==> src/hdl/yuyv_to_bgr_framebuffer_writer_unit_defines.svh <==
// Assertion macros for the framebuffer writer
`ifndef YUYV_TO_BGR_FRAMEBUFFER_WRITER_UNIT_DEFINES_SVH
`define YUYV_TO_BGR_FRAMEBUFFER_WRITER_UNIT_DEFINES_SVH
`ifndef SYNTHESIS
`define YBFW_ASSERT_IMP(label, clk, rst_n, ante, cons, msg) \
    label: assert property (@(posedge clk) disable iff (!rst_n) (ante) |-> (cons)) \
        else $error(msg);
`define YBFW_ASSERT_NXT(label, clk, rst_n, ante, cons, msg) \
    label: assert property (@(posedge clk) disable iff (!rst_n) (ante) |=> (cons)) \
        else $error(msg);
`else
`define YBFW_ASSERT_IMP(label, clk, rst_n, ante, cons, msg)
`define YBFW_ASSERT_NXT(label, clk, rst_n, ante, cons, msg)
`endif
`endif

==> src/hdl/ybfw_pkg.sv <==
package ybfw_pkg;

    localparam int unsigned CfgDataW = 14;
    localparam int unsigned CfgIdxW  = 3;
    localparam int unsigned AddrW    = 28;
    localparam int unsigned PxW      = 13;
    localparam int unsigned PyW      = 14;

    typedef enum logic [CfgIdxW-1:0] {
        CFG_SRC_WIDTH   = 3'd0,
        CFG_SRC_HEIGHT  = 3'd1,
        CFG_X_OFFSET    = 3'd2,
        CFG_Y_OFFSET    = 3'd3,
        CFG_BPP         = 3'd4,
        CFG_LINE_STRIDE = 3'd5
    } t_cfg_idx;

    typedef struct packed {
        logic [11:0] src_width;
        logic [11:0] src_height;
        logic [11:0] x_offset;
        logic [12:0] y_offset;
        logic [2:0]  bytes_per_pixel;
        logic [13:0] line_stride;
    } t_cfg;

    typedef struct packed {
        logic       frame_start;
        logic [7:0] luma0;
        logic [7:0] chroma_u;
        logic [7:0] luma1;
        logic [7:0] chroma_v;
    } t_in_item;

    typedef struct packed {
        logic [AddrW-1:0] pixel0_addr;
        logic [AddrW-1:0] pixel1_addr;
        logic [7:0]       blue0;
        logic [7:0]       green0;
        logic [7:0]       red0;
        logic [7:0]       blue1;
        logic [7:0]       green1;
        logic [7:0]       red1;
    } t_out_item;

    typedef struct packed {
        logic           visible;
        logic [PxW-1:0] px;
        logic [PyW-1:0] py;
    } t_pos_info;

    typedef struct packed {
        logic [7:0] blue;
        logic [7:0] green;
        logic [7:0] red;
    } t_bgr;

endpackage

==> src/hdl/ybfw_pos.sv <==
module ybfw_pos #(
    parameter int unsigned MAX_W = 800,
    parameter int unsigned MAX_H = 480
) (
    input  logic                 i_clk,
    input  logic                 i_rst_n,
    input  ybfw_pkg::t_cfg       i_cfg,
    input  logic                 i_accept,
    input  logic                 i_frame_start,
    output ybfw_pkg::t_pos_info  o_info
);
    import ybfw_pkg::*;

    localparam logic [11:0] MaxW   = 12'(MAX_W);
    localparam logic [11:0] MaxH   = 12'(MAX_H);
    localparam logic [11:0] RowMax = 12'hFFF;

    logic [10:0] r_col, n_col;
    logic [11:0] r_row, n_row;
    logic [10:0] w_col;
    logic [11:0] w_row;
    logic [11:0] w_vis_w, w_vis_h;
    logic [12:0] w_vis_pairs, w_ppl, w_col_inc;

    always_comb begin
        w_col       = i_frame_start ? 11'd0 : r_col;
        w_row       = i_frame_start ? 12'd0 : r_row;
        w_vis_w     = (i_cfg.src_width > MaxW) ? MaxW : i_cfg.src_width;
        w_vis_h     = (i_cfg.src_height > MaxH) ? MaxH : i_cfg.src_height;
        w_vis_pairs = ({1'b0, w_vis_w} + 13'd1) >> 1;
        w_ppl       = ({1'b0, i_cfg.src_width} + 13'd1) >> 1;
        w_col_inc   = {2'b00, w_col} + 13'd1;

        o_info.visible = (w_row < w_vis_h) && ({2'b00, w_col} < w_vis_pairs);
        o_info.px      = {1'b0, w_col, 1'b0} + {1'b0, i_cfg.x_offset};
        o_info.py      = {2'b00, w_row} + {1'b0, i_cfg.y_offset};

        n_col = r_col;
        n_row = r_row;
        if (i_accept) begin
            if (w_col_inc >= w_ppl) begin
                n_col = 11'd0;
                n_row = (w_row < RowMax) ? w_row + 12'd1 : w_row;
            end else begin
                n_col = w_col_inc[10:0];
                n_row = w_row;
            end
        end
    end

    always_ff @(posedge i_clk) begin
        if (!i_rst_n) begin
            r_col <= '0;
            r_row <= '0;
        end else begin
            r_col <= n_col;
            r_row <= n_row;
        end
    end

endmodule

==> src/hdl/ybfw_lane.sv <==
module ybfw_lane (
    input  logic              i_clk,
    input  logic              i_en,
    input  logic [7:0]        i_luma,
    input  logic [7:0]        i_chroma_u,
    input  logic [7:0]        i_chroma_v,
    output ybfw_pkg::t_bgr    o_bgr
);
    import ybfw_pkg::*;

    localparam int unsigned SumW = 19;
    localparam logic signed [SumW-1:0] CoefY  = 19'sd298;
    localparam logic signed [SumW-1:0] CoefRv = 19'sd409;
    localparam logic signed [SumW-1:0] CoefGu = 19'sd100;
    localparam logic signed [SumW-1:0] CoefGv = 19'sd208;
    localparam logic signed [SumW-1:0] CoefBu = 19'sd516;
    localparam logic signed [SumW-1:0] Round  = 19'sd128;
    localparam logic signed [8:0]      ChromaBias = 9'sd128;

    logic signed [8:0]      w_u9, w_v9;
    logic signed [SumW-1:0] w_y, w_u, w_v;
    logic signed [SumW-1:0] r_sum_b, r_sum_g, r_sum_r;

    function automatic logic [7:0] clamp8(input logic signed [SumW-1:0] t);
        logic [7:0] q;
        if (t[SumW-1]) begin
            q = 8'd0;
        end else if (|t[SumW-2:16]) begin
            q = 8'hFF;
        end else begin
            q = t[15:8];
        end
        return q;
    endfunction

    always_comb begin
        w_u9 = $signed({1'b0, i_chroma_u}) - ChromaBias;
        w_v9 = $signed({1'b0, i_chroma_v}) - ChromaBias;
        w_y  = $signed({11'd0, i_luma});
        w_u  = SumW'(w_u9);
        w_v  = SumW'(w_v9);
    end

    always_ff @(posedge i_clk) begin
        if (i_en) begin
            r_sum_b <= CoefY * w_y + CoefBu * w_u + Round;
            r_sum_g <= CoefY * w_y - CoefGu * w_u - CoefGv * w_v + Round;
            r_sum_r <= CoefY * w_y + CoefRv * w_v + Round;
        end
    end

    always_comb begin
        o_bgr.blue  = clamp8(r_sum_b);
        o_bgr.green = clamp8(r_sum_g);
        o_bgr.red   = clamp8(r_sum_r);
    end

endmodule

==> src/hdl/ybfw_merge.sv <==
module ybfw_merge (
    input  logic                        i_clk,
    input  logic                        i_en,
    input  logic [ybfw_pkg::PxW-1:0]    i_px,
    input  logic [ybfw_pkg::PyW-1:0]    i_py,
    input  ybfw_pkg::t_cfg              i_cfg,
    input  ybfw_pkg::t_bgr              i_bgr0,
    input  ybfw_pkg::t_bgr              i_bgr1,
    output ybfw_pkg::t_out_item         o_item
);
    import ybfw_pkg::*;

    logic [15:0]      r_ax;
    logic [AddrW-1:0] r_ay;
    logic [AddrW-1:0] w_a0;

    always_ff @(posedge i_clk) begin
        if (i_en) begin
            r_ax <= 16'(i_px) * 16'(i_cfg.bytes_per_pixel);
            r_ay <= AddrW'(i_py) * AddrW'(i_cfg.line_stride);
        end
    end

    always_comb begin
        w_a0               = AddrW'(r_ax) + r_ay;
        o_item.pixel0_addr = w_a0;
        o_item.pixel1_addr = w_a0 + AddrW'(i_cfg.bytes_per_pixel);
        o_item.blue0       = i_bgr0.blue;
        o_item.green0      = i_bgr0.green;
        o_item.red0        = i_bgr0.red;
        o_item.blue1       = i_bgr1.blue;
        o_item.green1      = i_bgr1.green;
        o_item.red1        = i_bgr1.red;
    end

endmodule

==> src/hdl/yuyv_to_bgr_framebuffer_writer_unit.sv <==
// A visible request is registered in stages A, B and C in turn, and stage C drives o_valid.
// Throughput: one request per cycle; the three stages stall only on output backpressure.
// Requests outside the visible window update the position and leave no result.
// Reset (synchronous, active low) empties the pipeline, zeroes column and row,
// and loads the configuration registers with their defaults.
`include "yuyv_to_bgr_framebuffer_writer_unit_defines.svh"

module yuyv_to_bgr_framebuffer_writer_unit #(
    parameter int unsigned MAX_W = 800,
    parameter int unsigned MAX_H = 480
) (
    input  logic                              i_clk,
    input  logic                              i_rst_n,
    input  logic                              i_cfg_we,
    input  logic [ybfw_pkg::CfgIdxW-1:0]      i_cfg_idx,
    input  logic [ybfw_pkg::CfgDataW-1:0]     i_cfg_data,
    input  logic                              i_valid,
    output logic                              o_ready,
    input  ybfw_pkg::t_in_item                i_item,
    output logic                              o_valid,
    input  logic                              i_ready,
    output ybfw_pkg::t_out_item               o_item
);
    import ybfw_pkg::*;

    t_cfg      r_cfg, n_cfg;
    t_pos_info w_pos;
    logic      w_accept;
    logic      w_rdy_a, w_rdy_b, w_rdy_c;

    logic           r_a_valid, r_b_valid, r_c_valid;
    t_in_item       r_a_item;
    logic [PxW-1:0] r_a_px;
    logic [PyW-1:0] r_a_py;
    t_bgr           w_bgr0, w_bgr1;
    t_out_item      w_merged;
    t_out_item      r_out;

    always_comb begin
        n_cfg = r_cfg;
        if (i_cfg_we) begin
            case (t_cfg_idx'(i_cfg_idx))
                CFG_SRC_WIDTH:   n_cfg.src_width       = i_cfg_data[11:0];
                CFG_SRC_HEIGHT:  n_cfg.src_height      = i_cfg_data[11:0];
                CFG_X_OFFSET:    n_cfg.x_offset        = i_cfg_data[11:0];
                CFG_Y_OFFSET:    n_cfg.y_offset        = i_cfg_data[12:0];
                CFG_BPP:         n_cfg.bytes_per_pixel = i_cfg_data[2:0];
                CFG_LINE_STRIDE: n_cfg.line_stride     = i_cfg_data[13:0];
                default: begin
                end
            endcase
        end
    end

    always_ff @(posedge i_clk) begin
        if (!i_rst_n) begin
            r_cfg.src_width       <= 12'd640;
            r_cfg.src_height      <= 12'd480;
            r_cfg.x_offset        <= 12'd0;
            r_cfg.y_offset        <= 13'd0;
            r_cfg.bytes_per_pixel <= 3'd3;
            r_cfg.line_stride     <= 14'd2400;
        end else begin
            r_cfg <= n_cfg;
        end
    end

    // Advance each stage when the one downstream has room
    assign w_rdy_c  = !r_c_valid || i_ready;
    assign w_rdy_b  = !r_b_valid || w_rdy_c;
    assign w_rdy_a  = !r_a_valid || w_rdy_b;
    assign o_ready  = w_rdy_a;
    assign w_accept = i_valid && w_rdy_a;

    ybfw_pos #(
        .MAX_W(MAX_W),
        .MAX_H(MAX_H)
    ) u_pos (
        .i_clk        (i_clk),
        .i_rst_n      (i_rst_n),
        .i_cfg        (r_cfg),
        .i_accept     (w_accept),
        .i_frame_start(i_item.frame_start),
        .o_info       (w_pos)
    );

    always_ff @(posedge i_clk) begin
        if (!i_rst_n) begin
            r_a_valid <= 1'b0;
            r_b_valid <= 1'b0;
            r_c_valid <= 1'b0;
        end else begin
            if (w_rdy_a) begin
                r_a_valid <= i_valid && w_pos.visible;
            end
            if (w_rdy_b) begin
                r_b_valid <= r_a_valid;
            end
            if (w_rdy_c) begin
                r_c_valid <= r_b_valid;
            end
        end
    end

    always_ff @(posedge i_clk) begin
        if (w_rdy_a) begin
            r_a_item <= i_item;
            r_a_px   <= w_pos.px;
            r_a_py   <= w_pos.py;
        end
        if (w_rdy_c) begin
            r_out <= w_merged;
        end
    end

    ybfw_lane u_lane0 (
        .i_clk     (i_clk),
        .i_en      (w_rdy_b),
        .i_luma    (r_a_item.luma0),
        .i_chroma_u(r_a_item.chroma_u),
        .i_chroma_v(r_a_item.chroma_v),
        .o_bgr     (w_bgr0)
    );

    ybfw_lane u_lane1 (
        .i_clk     (i_clk),
        .i_en      (w_rdy_b),
        .i_luma    (r_a_item.luma1),
        .i_chroma_u(r_a_item.chroma_u),
        .i_chroma_v(r_a_item.chroma_v),
        .o_bgr     (w_bgr1)
    );

    ybfw_merge u_merge (
        .i_clk (i_clk),
        .i_en  (w_rdy_b),
        .i_px  (r_a_px),
        .i_py  (r_a_py),
        .i_cfg (r_cfg),
        .i_bgr0(w_bgr0),
        .i_bgr1(w_bgr1),
        .o_item(w_merged)
    );

    assign o_valid = r_c_valid;
    assign o_item  = r_out;

    `YBFW_ASSERT_NXT(a_visible_enters, i_clk, i_rst_n, w_accept && w_pos.visible, r_a_valid, "visible request lost at entry")
    `YBFW_ASSERT_NXT(a_stage_b_holds, i_clk, i_rst_n, r_b_valid && !w_rdy_c, r_b_valid, "stalled request dropped in stage B")
    `YBFW_ASSERT_IMP(a_ready_when_empty, i_clk, i_rst_n, !r_a_valid, o_ready, "entry stage empty but not ready")

endmodule
==> config.mk <==
export PLATFORM = sky130hd
export DESIGN_NAME = yuyv_to_bgr_framebuffer_writer_unit
export DESIGN_NICKNAME = d
export VERILOG_FILES = /design/src/hdl/ybfw_pkg.sv /design/src/hdl/ybfw_pos.sv /design/src/hdl/ybfw_lane.sv /design/src/hdl/ybfw_merge.sv /design/src/hdl/yuyv_to_bgr_framebuffer_writer_unit.sv
export VERILOG_INCLUDE_DIRS = /design/src /design/src/hdl
export SDC_FILE = /design/constraint.sdc
export NUM_CORES = 2
export LEC_CHECK = 0
export ABC_AREA = 1
export BUFFER_PORTS_ARGS = -buffer_cell sky130_fd_sc_hd__buf_2
export CORE_UTILIZATION = 28
export CTS_CLUSTER_DIAMETER = 50
export DETAILED_ROUTE_END_ITERATION = 10
export PLACE_DENSITY_LB_ADDON = 0.15
export RECOVER_POWER = 100
export SLEW_MARGIN = 30
export SYNTH_ARGS = -nofsm -noshare
export SYNTH_HDL_FRONTEND = slang
export SYNTH_SLANG_ARGS = --single-unit
==> constraint.sdc <==
create_clock -name i_clk -period 18 [get_ports i_clk]
set_input_delay 1.8 -clock i_clk [delete_from_list [all_inputs] [get_ports i_clk]]
set_output_delay 1.8 -clock i_clk [all_outputs]
set_load 0.01 [all_outputs]
# --- Word level (Yosys, flattened, before mapping) ---
# Index checks and enable logic that the tools add are counted.
totals:
  ff_bits: 413
  inputBits: 55
  wordCells: 111
classes:
  n_addsub: 24
  n_mul: 8
  magnitude_cmp: 6
  eq_ne: 5
  muxes: 13
  reduce_logical: 22
op_table:
  columns: ["cell", "n"]
  rows:
  - ["$add A19 B9 Y19 const B", 6]
  - ["$add A19 B19 Y19", 4]
  - ["$sub A19 B19 Y19", 4]
  - ["$mux W12", 5]
  - ["$mux W8", 6]
  - ["$mul A8 B8 Y16 const A", 2]
  - ["$add A16 B28 Y28", 1]
  - ["$add A28 B3 Y28", 1]
  - ["$mul A14 B14 Y28", 1]
  - ["$add A12 B1 Y13 const B", 2]
  - ["$mux W11", 2]
  - ["$mul A10 B9 Y19 const A", 1]
  - ["$sub A8 B8 Y9 const B", 2]
  - ["$mul A9 B9 Y17 const A", 1]
  - ["$mul A13 B3 Y16", 1]
  - ["$mul A6 B9 Y15 const A", 1]
  - ["$add A12 B13 Y14", 1]
  - ["$mul A5 B9 Y14 const A", 1]
  - ["$add A12 B12 Y13", 1]
  - ["$ge A13 B12 Y1", 1]
  - ["$add A11 B1 Y12 const B", 1]
  - ["$add A12 B1 Y12 const B", 1]
  - ["$gt A12 B10 Y1 const B", 1]
  - ["$gt A12 B9 Y1 const B", 1]
  - ["12 further kinds", 30]

# --- Longest topological paths before layout ---
depth:
  depth_word: 6
  depth_mapped: 28
  ltp_nobuf: 28

# --- Cells and area by module ---
# Synthesis repeated with hierarchy kept, for this count alone.
unflattened:
  hier_cells: 5181
  hier_area_um2: 40797.9
by_module_without_submodules:
  columns: ["mod", "instances", "cells_each", "area_each_um2"]
  rows:
  - ["ybfw_merge", 1, 1668, 11996.5]
  - ["ybfw_lane (u_lane1)", 1, 1152, 8575.7]
  - ["ybfw_lane (u_lane0)", 1, 1143, 8549.4]
  - ["yuyv_to_bgr_framebuffer_writer_unit", 1, 540, 7599.8]
  - ["ybfw_pos", 1, 678, 4076.4]

# --- Worst setup path before layout ---
# Ideal clock, no wire load.
synth_path:
  path_type: "in2out"
  from: "input i_ready"
  to: "output o_ready"
  t_arrival_ps: 5781
  required_ps: 16200
  path_slack_ps: 10419
  cell_stages: 4
  path_buffers: 0
  cell_sequence: "inv_1 -> nand2_1 -> nor2_1 -> nand2_1"
synth_via:
  elab_chain_len: 3
synth_lines:
  columns: ["element", "line_no", "rtl"]
  rows:
  - ["from (decl)", "yuyv_to_bgr_framebuffer_writer_unit.sv:21", "input logic i_ready,"]
  - ["$logic_or A1 B1 Y1", "yuyv_to_bgr_framebuffer_writer_unit.sv:69", "assign w_rdy_c = !r_c_valid || i_ready;"]
  - ["via w_rdy_c", "yuyv_to_bgr_framebuffer_writer_unit.sv:29", "logic w_rdy_a, w_rdy_b, w_rdy_c;"]
  - ["$logic_or A1 B1 Y1", "yuyv_to_bgr_framebuffer_writer_unit.sv:70", "assign w_rdy_b = !r_b_valid || w_rdy_c;"]
  - ["$logic_or A1 B1 Y1", "yuyv_to_bgr_framebuffer_writer_unit.sv:71", "assign w_rdy_a = !r_a_valid || w_rdy_b;"]
  - ["to (decl)", "yuyv_to_bgr_framebuffer_writer_unit.sv:18", "output logic o_ready,"]
# The timed path passes the listed nets, and every way through them passes these cells.

# --- Worst setup path after layout ---
layout_path:
  from: "input i_ready"
  to: "register u_pos.r_row[3]"
layout_via:
  elab_chain_len: 4
layout_lines:
  columns: ["element", "line_no", "rtl"]
  rows:
  - ["$logic_or A1 B1 Y1", "yuyv_to_bgr_framebuffer_writer_unit.sv:69", null]
  - ["via w_rdy_c", "yuyv_to_bgr_framebuffer_writer_unit.sv:29", null]
  - ["$logic_or A1 B1 Y1", "yuyv_to_bgr_framebuffer_writer_unit.sv:70", null]
  - ["$logic_or A1 B1 Y1", "yuyv_to_bgr_framebuffer_writer_unit.sv:71", null]
  - ["$logic_and A1 B1 Y1", "yuyv_to_bgr_framebuffer_writer_unit.sv:73", "assign w_accept = i_valid && w_rdy_a;"]
  - ["to (signal assigned)", "ybfw_pos.sv:57", "r_row <= n_row;"]
  - ["to (decl)", "ybfw_pos.sv:19", "logic [11:0] r_row, n_row;"]
# The timed path passes the listed nets, and every way through them passes these cells.
# A chain may end at the register's enable or synchronous reset.

==> impl_metrics.tcl <==
set metrics [dict create \
    start_util_pct 28.3 \
    cpMaxStageDelayCell "clkbuf_1" \
    root_buffer "clkbuf_16" \
    final_common_cell "nand2_1" \
    crit_arrival_ns 9.84 \
    dp_hpwl_um 78500 \
    place_inst 5970 \
    maxCapViolCount 6 \
    drive_gt1_share_pct 4.07 \
    cts_tree "built" \
    max_stage_delay_ns 2.83 \
    hold_viol_final 0 \
    crit_path_end "u_pos.r_row[3]$_SDFFE_PN0P_" \
    first_pass_iters 5 \
    ant_nets 0 \
    grt_pass1_wl_um 153000 \
    vias 26900 \
    multi_input_area_um2 22100 \
    path_cells "buf_2, inv_1, nand2_1, nor2_1, nand2_4, clkbuf_1, nand2_1, clkinv_1, nand4_1, xnor2_1, nor2_1" \
    grt_usage_pct 15.0 \
    numPortBuffers 160 \
    syn2layout_area_growth_pct 12.2 \
    drt_iter0_markers 1538 \
    fillCellCount 13400 \
    fp.dieArea_um2 129000 \
    rsz0062_at_grt "no" \
    fin_util_pct 31.7 \
    path_buf_inv 4 \
    final_area_um2 40000 \
    final_nets 5221 \
    tightestPinTransition_ns 4.03 \
    fin_crit_sh_pct 51.9 \
    cts_max_path_buffers 3 \
    die_h_um 359 \
    r2r-start "o_valid$_SDFFE_PN0P_" \
    seqCellArea_um2 10000 \
    htree_levels 2 \
    violations "max-capacitance violations, max-slew violations" \
    avgSynthCellArea_um2 8.46 \
    ys_types 53 \
    vdd_drop_max_mv 0.128 \
    async_reset_ff_share_pct 0 \
    gp_congestion 0.823 \
    yosysSeqAreaShare_pct 28.2 \
    crit_path_end_kind "flop" \
    setup-tns-final_ns 0 \
    placed_area_um2 38400 \
    grt_pass1_vias 27000 \
    worst_setup_path_start_kind "input pin" \
    antenna_found_initial 3 \
    clkSinkCount 365 \
    drc 0 \
    finClkSkew_ns 0.0558 \
    yosys_warnings 0 \
    rr_worst_depth 9 \
    yosys.area.top_type_share_pct 23.0 \
    finalWorstSetupSlack_ns 8.66 \
    synth-seq-cells 365 \
    grt_max_degree 80 \
    final_cell_mix "881 x nand2_1, 820 x inv_1, 560 x ha_1" \
    num_rows 130 \
    crit_family "buffers and inverters" \
    overflow 0 \
    cts_hold_buffers 0 \
    crit_cells 11 \
    ys_top_cells_by_area "edfxtp_1 23%, ha_1 20%, fa_1 13%, nand2_1 9.2%, inv_1 8.6%" \
    core_um2 126000 \
    status "complete, but fails checks" \
    r2r_slack_ns 9.61 \
    final-setup-viol-count 0 \
    post_cts_buffers 0 \
    critPathMaxFanout 61 \
    routed_via_density 4.42 \
    hold_path.class "flop to flop" \
    postCtsResizedCells 0 \
    syn_area_um2 35700 \
    io_pins 161 \
    timing.rr.end "u_pos.r_row[3]$_SDFFE_PN0P_" \
    wl_um 95700 \
    yosysTopAreaCell "edfxtp_1" \
    maxSlewViolCount 297 \
    die_w_um 359 \
    critPathLaunch "i_ready" \
    wl_per_cell_um 15.7 \
    synth_edf_count 273 \
    final_cells 6078 \
    clkLatencyLatePin_ns 0.66 \
    antenna_cells 0 \
    cts_buffers 59 \
    path_class "input pin to flop" \
    synth_cells 4215 \
    yosys_most_used_dff "edfxtp_1" \
    fmax_mhz 107 \
    cellPowerDensity_nw_per_um2 155 \
    slew_headroom_pct -169 \
    clk_pin_slew_ns 0.05 \
    period_minus_slack_ns 9.34 \
    required_ns 18.50 \
    leakage_nw 20.8 \
    post-place-ws_ns 11.78 \
]
metrics by stage:
step	hold WS (ns)	power, mW
2_1_floorplan	0.403	4.03
3_3_place_gp	0.439	5.17
3_5_place_dp	0.437	5.12
4_1_cts	0.448	6.32
5_1_grt	0.467	6.83
6_report	0.449	6.22
area by class of cell:
| class | count | area share [%] |
|---|---|---|
| Sequential cell | 365 | 25.1 |
| Multi-Input combinational cell | 2953 | 55.2 |
| Timing Repair Buffer | 167 | 1.72 |
| Clock inverter | 38 | 1.03 |
| Inverter | 835 | 7.84 |
| Clock buffer | 70 | 3.92 |
| Tap cell | 1650 | 5.16 |
metal layers:
metal,GRT usage (%),share of wire [%],vias up
li1,-,-,13900
met3,1.91,3.8,77
met2,22.0,40,434
met5,0,0,-
met4,3.03,1.5,0
met1,23.1,55,12400
Yosys cell counts, types with 21 or more instances:
library cell  count
nand2_1         871
fa_1            225
ha_1            560
edfxtp_1        273
inv_1           819
a21oi_1         302
xnor2_1          56
o21ai_0         160
nand4_1          48
nor3_1           39
nor2_1          253
nand3_1         121
xor2_1          156
dfxtp_1          92
nand2_2          21
clkbuf_1         61
kinds of logic after synthesis:
group | synth area share (%)
AOI/OAI and AO/OA | 8.34
xor gates and xnor gates | 5.33
other | 0.0105
buffers and inverters | 9.52
and+or+nand+nor | 16.4
DFF | 28.2
adders and majority gates | 32.3
worst min path at each step:
stage / start / slack (ns) / cells after the start / to
detailed placement: r_cfg[30]$_SDFFE_PN0P_ / 0.44 / 0 / r_a_px[0]$_DFFE_PN_
floorplan: r_cfg[30]$_SDFFE_PN0P_ / 0.40 / 0 / r_a_px[0]$_DFFE_PN_
global route: r_cfg[30]$_SDFFE_PN0P_ / 0.47 / 0 / r_a_px[0]$_DFFE_PN_
finish: r_cfg[30]$_SDFFE_PN0P_ / 0.45 / 0 / r_a_px[0]$_DFFE_PN_
CTS: r_cfg[30]$_SDFFE_PN0P_ / 0.45 / 0 / r_a_px[0]$_DFFE_PN_
global placement: r_cfg[23]$_SDFFE_PN0P_ / 0.44 / 2 / r_cfg[23]$_SDFFE_PN0P_
state kept, by name, summed over array words and instances, names as in the netlist:
signal,count
r_a_py,14
r_cfg,66
u_lane1.r_sum_g,11
u_lane0.r_sum_b,11
o_item,104
o_valid,1
u_lane1.r_sum_b,11
r_a_px,13
r_a_valid,1
u_lane0.r_sum_g,11
u_merge.r_ay,28
r_b_valid,1
u_merge.r_ax,16
u_pos.r_col,11
u_lane1.r_sum_r,11
r_a_item,32
u_pos.r_row,12
u_lane0.r_sum_r,11
report_power, final:
| group | switching, mW | internal, mW | leakage, nW |
|---|---|---|---|
| combinational | 2.32 | 1.32 | 16.0 |
| sequential | 0.105 | 1.33 | 3.80 |
| clock | 0.439 | 0.701 | 0.972 |
| total | 2.87 | 3.35 | 20.8 |
Note: power is estimated with default switching activity, not from simulation.
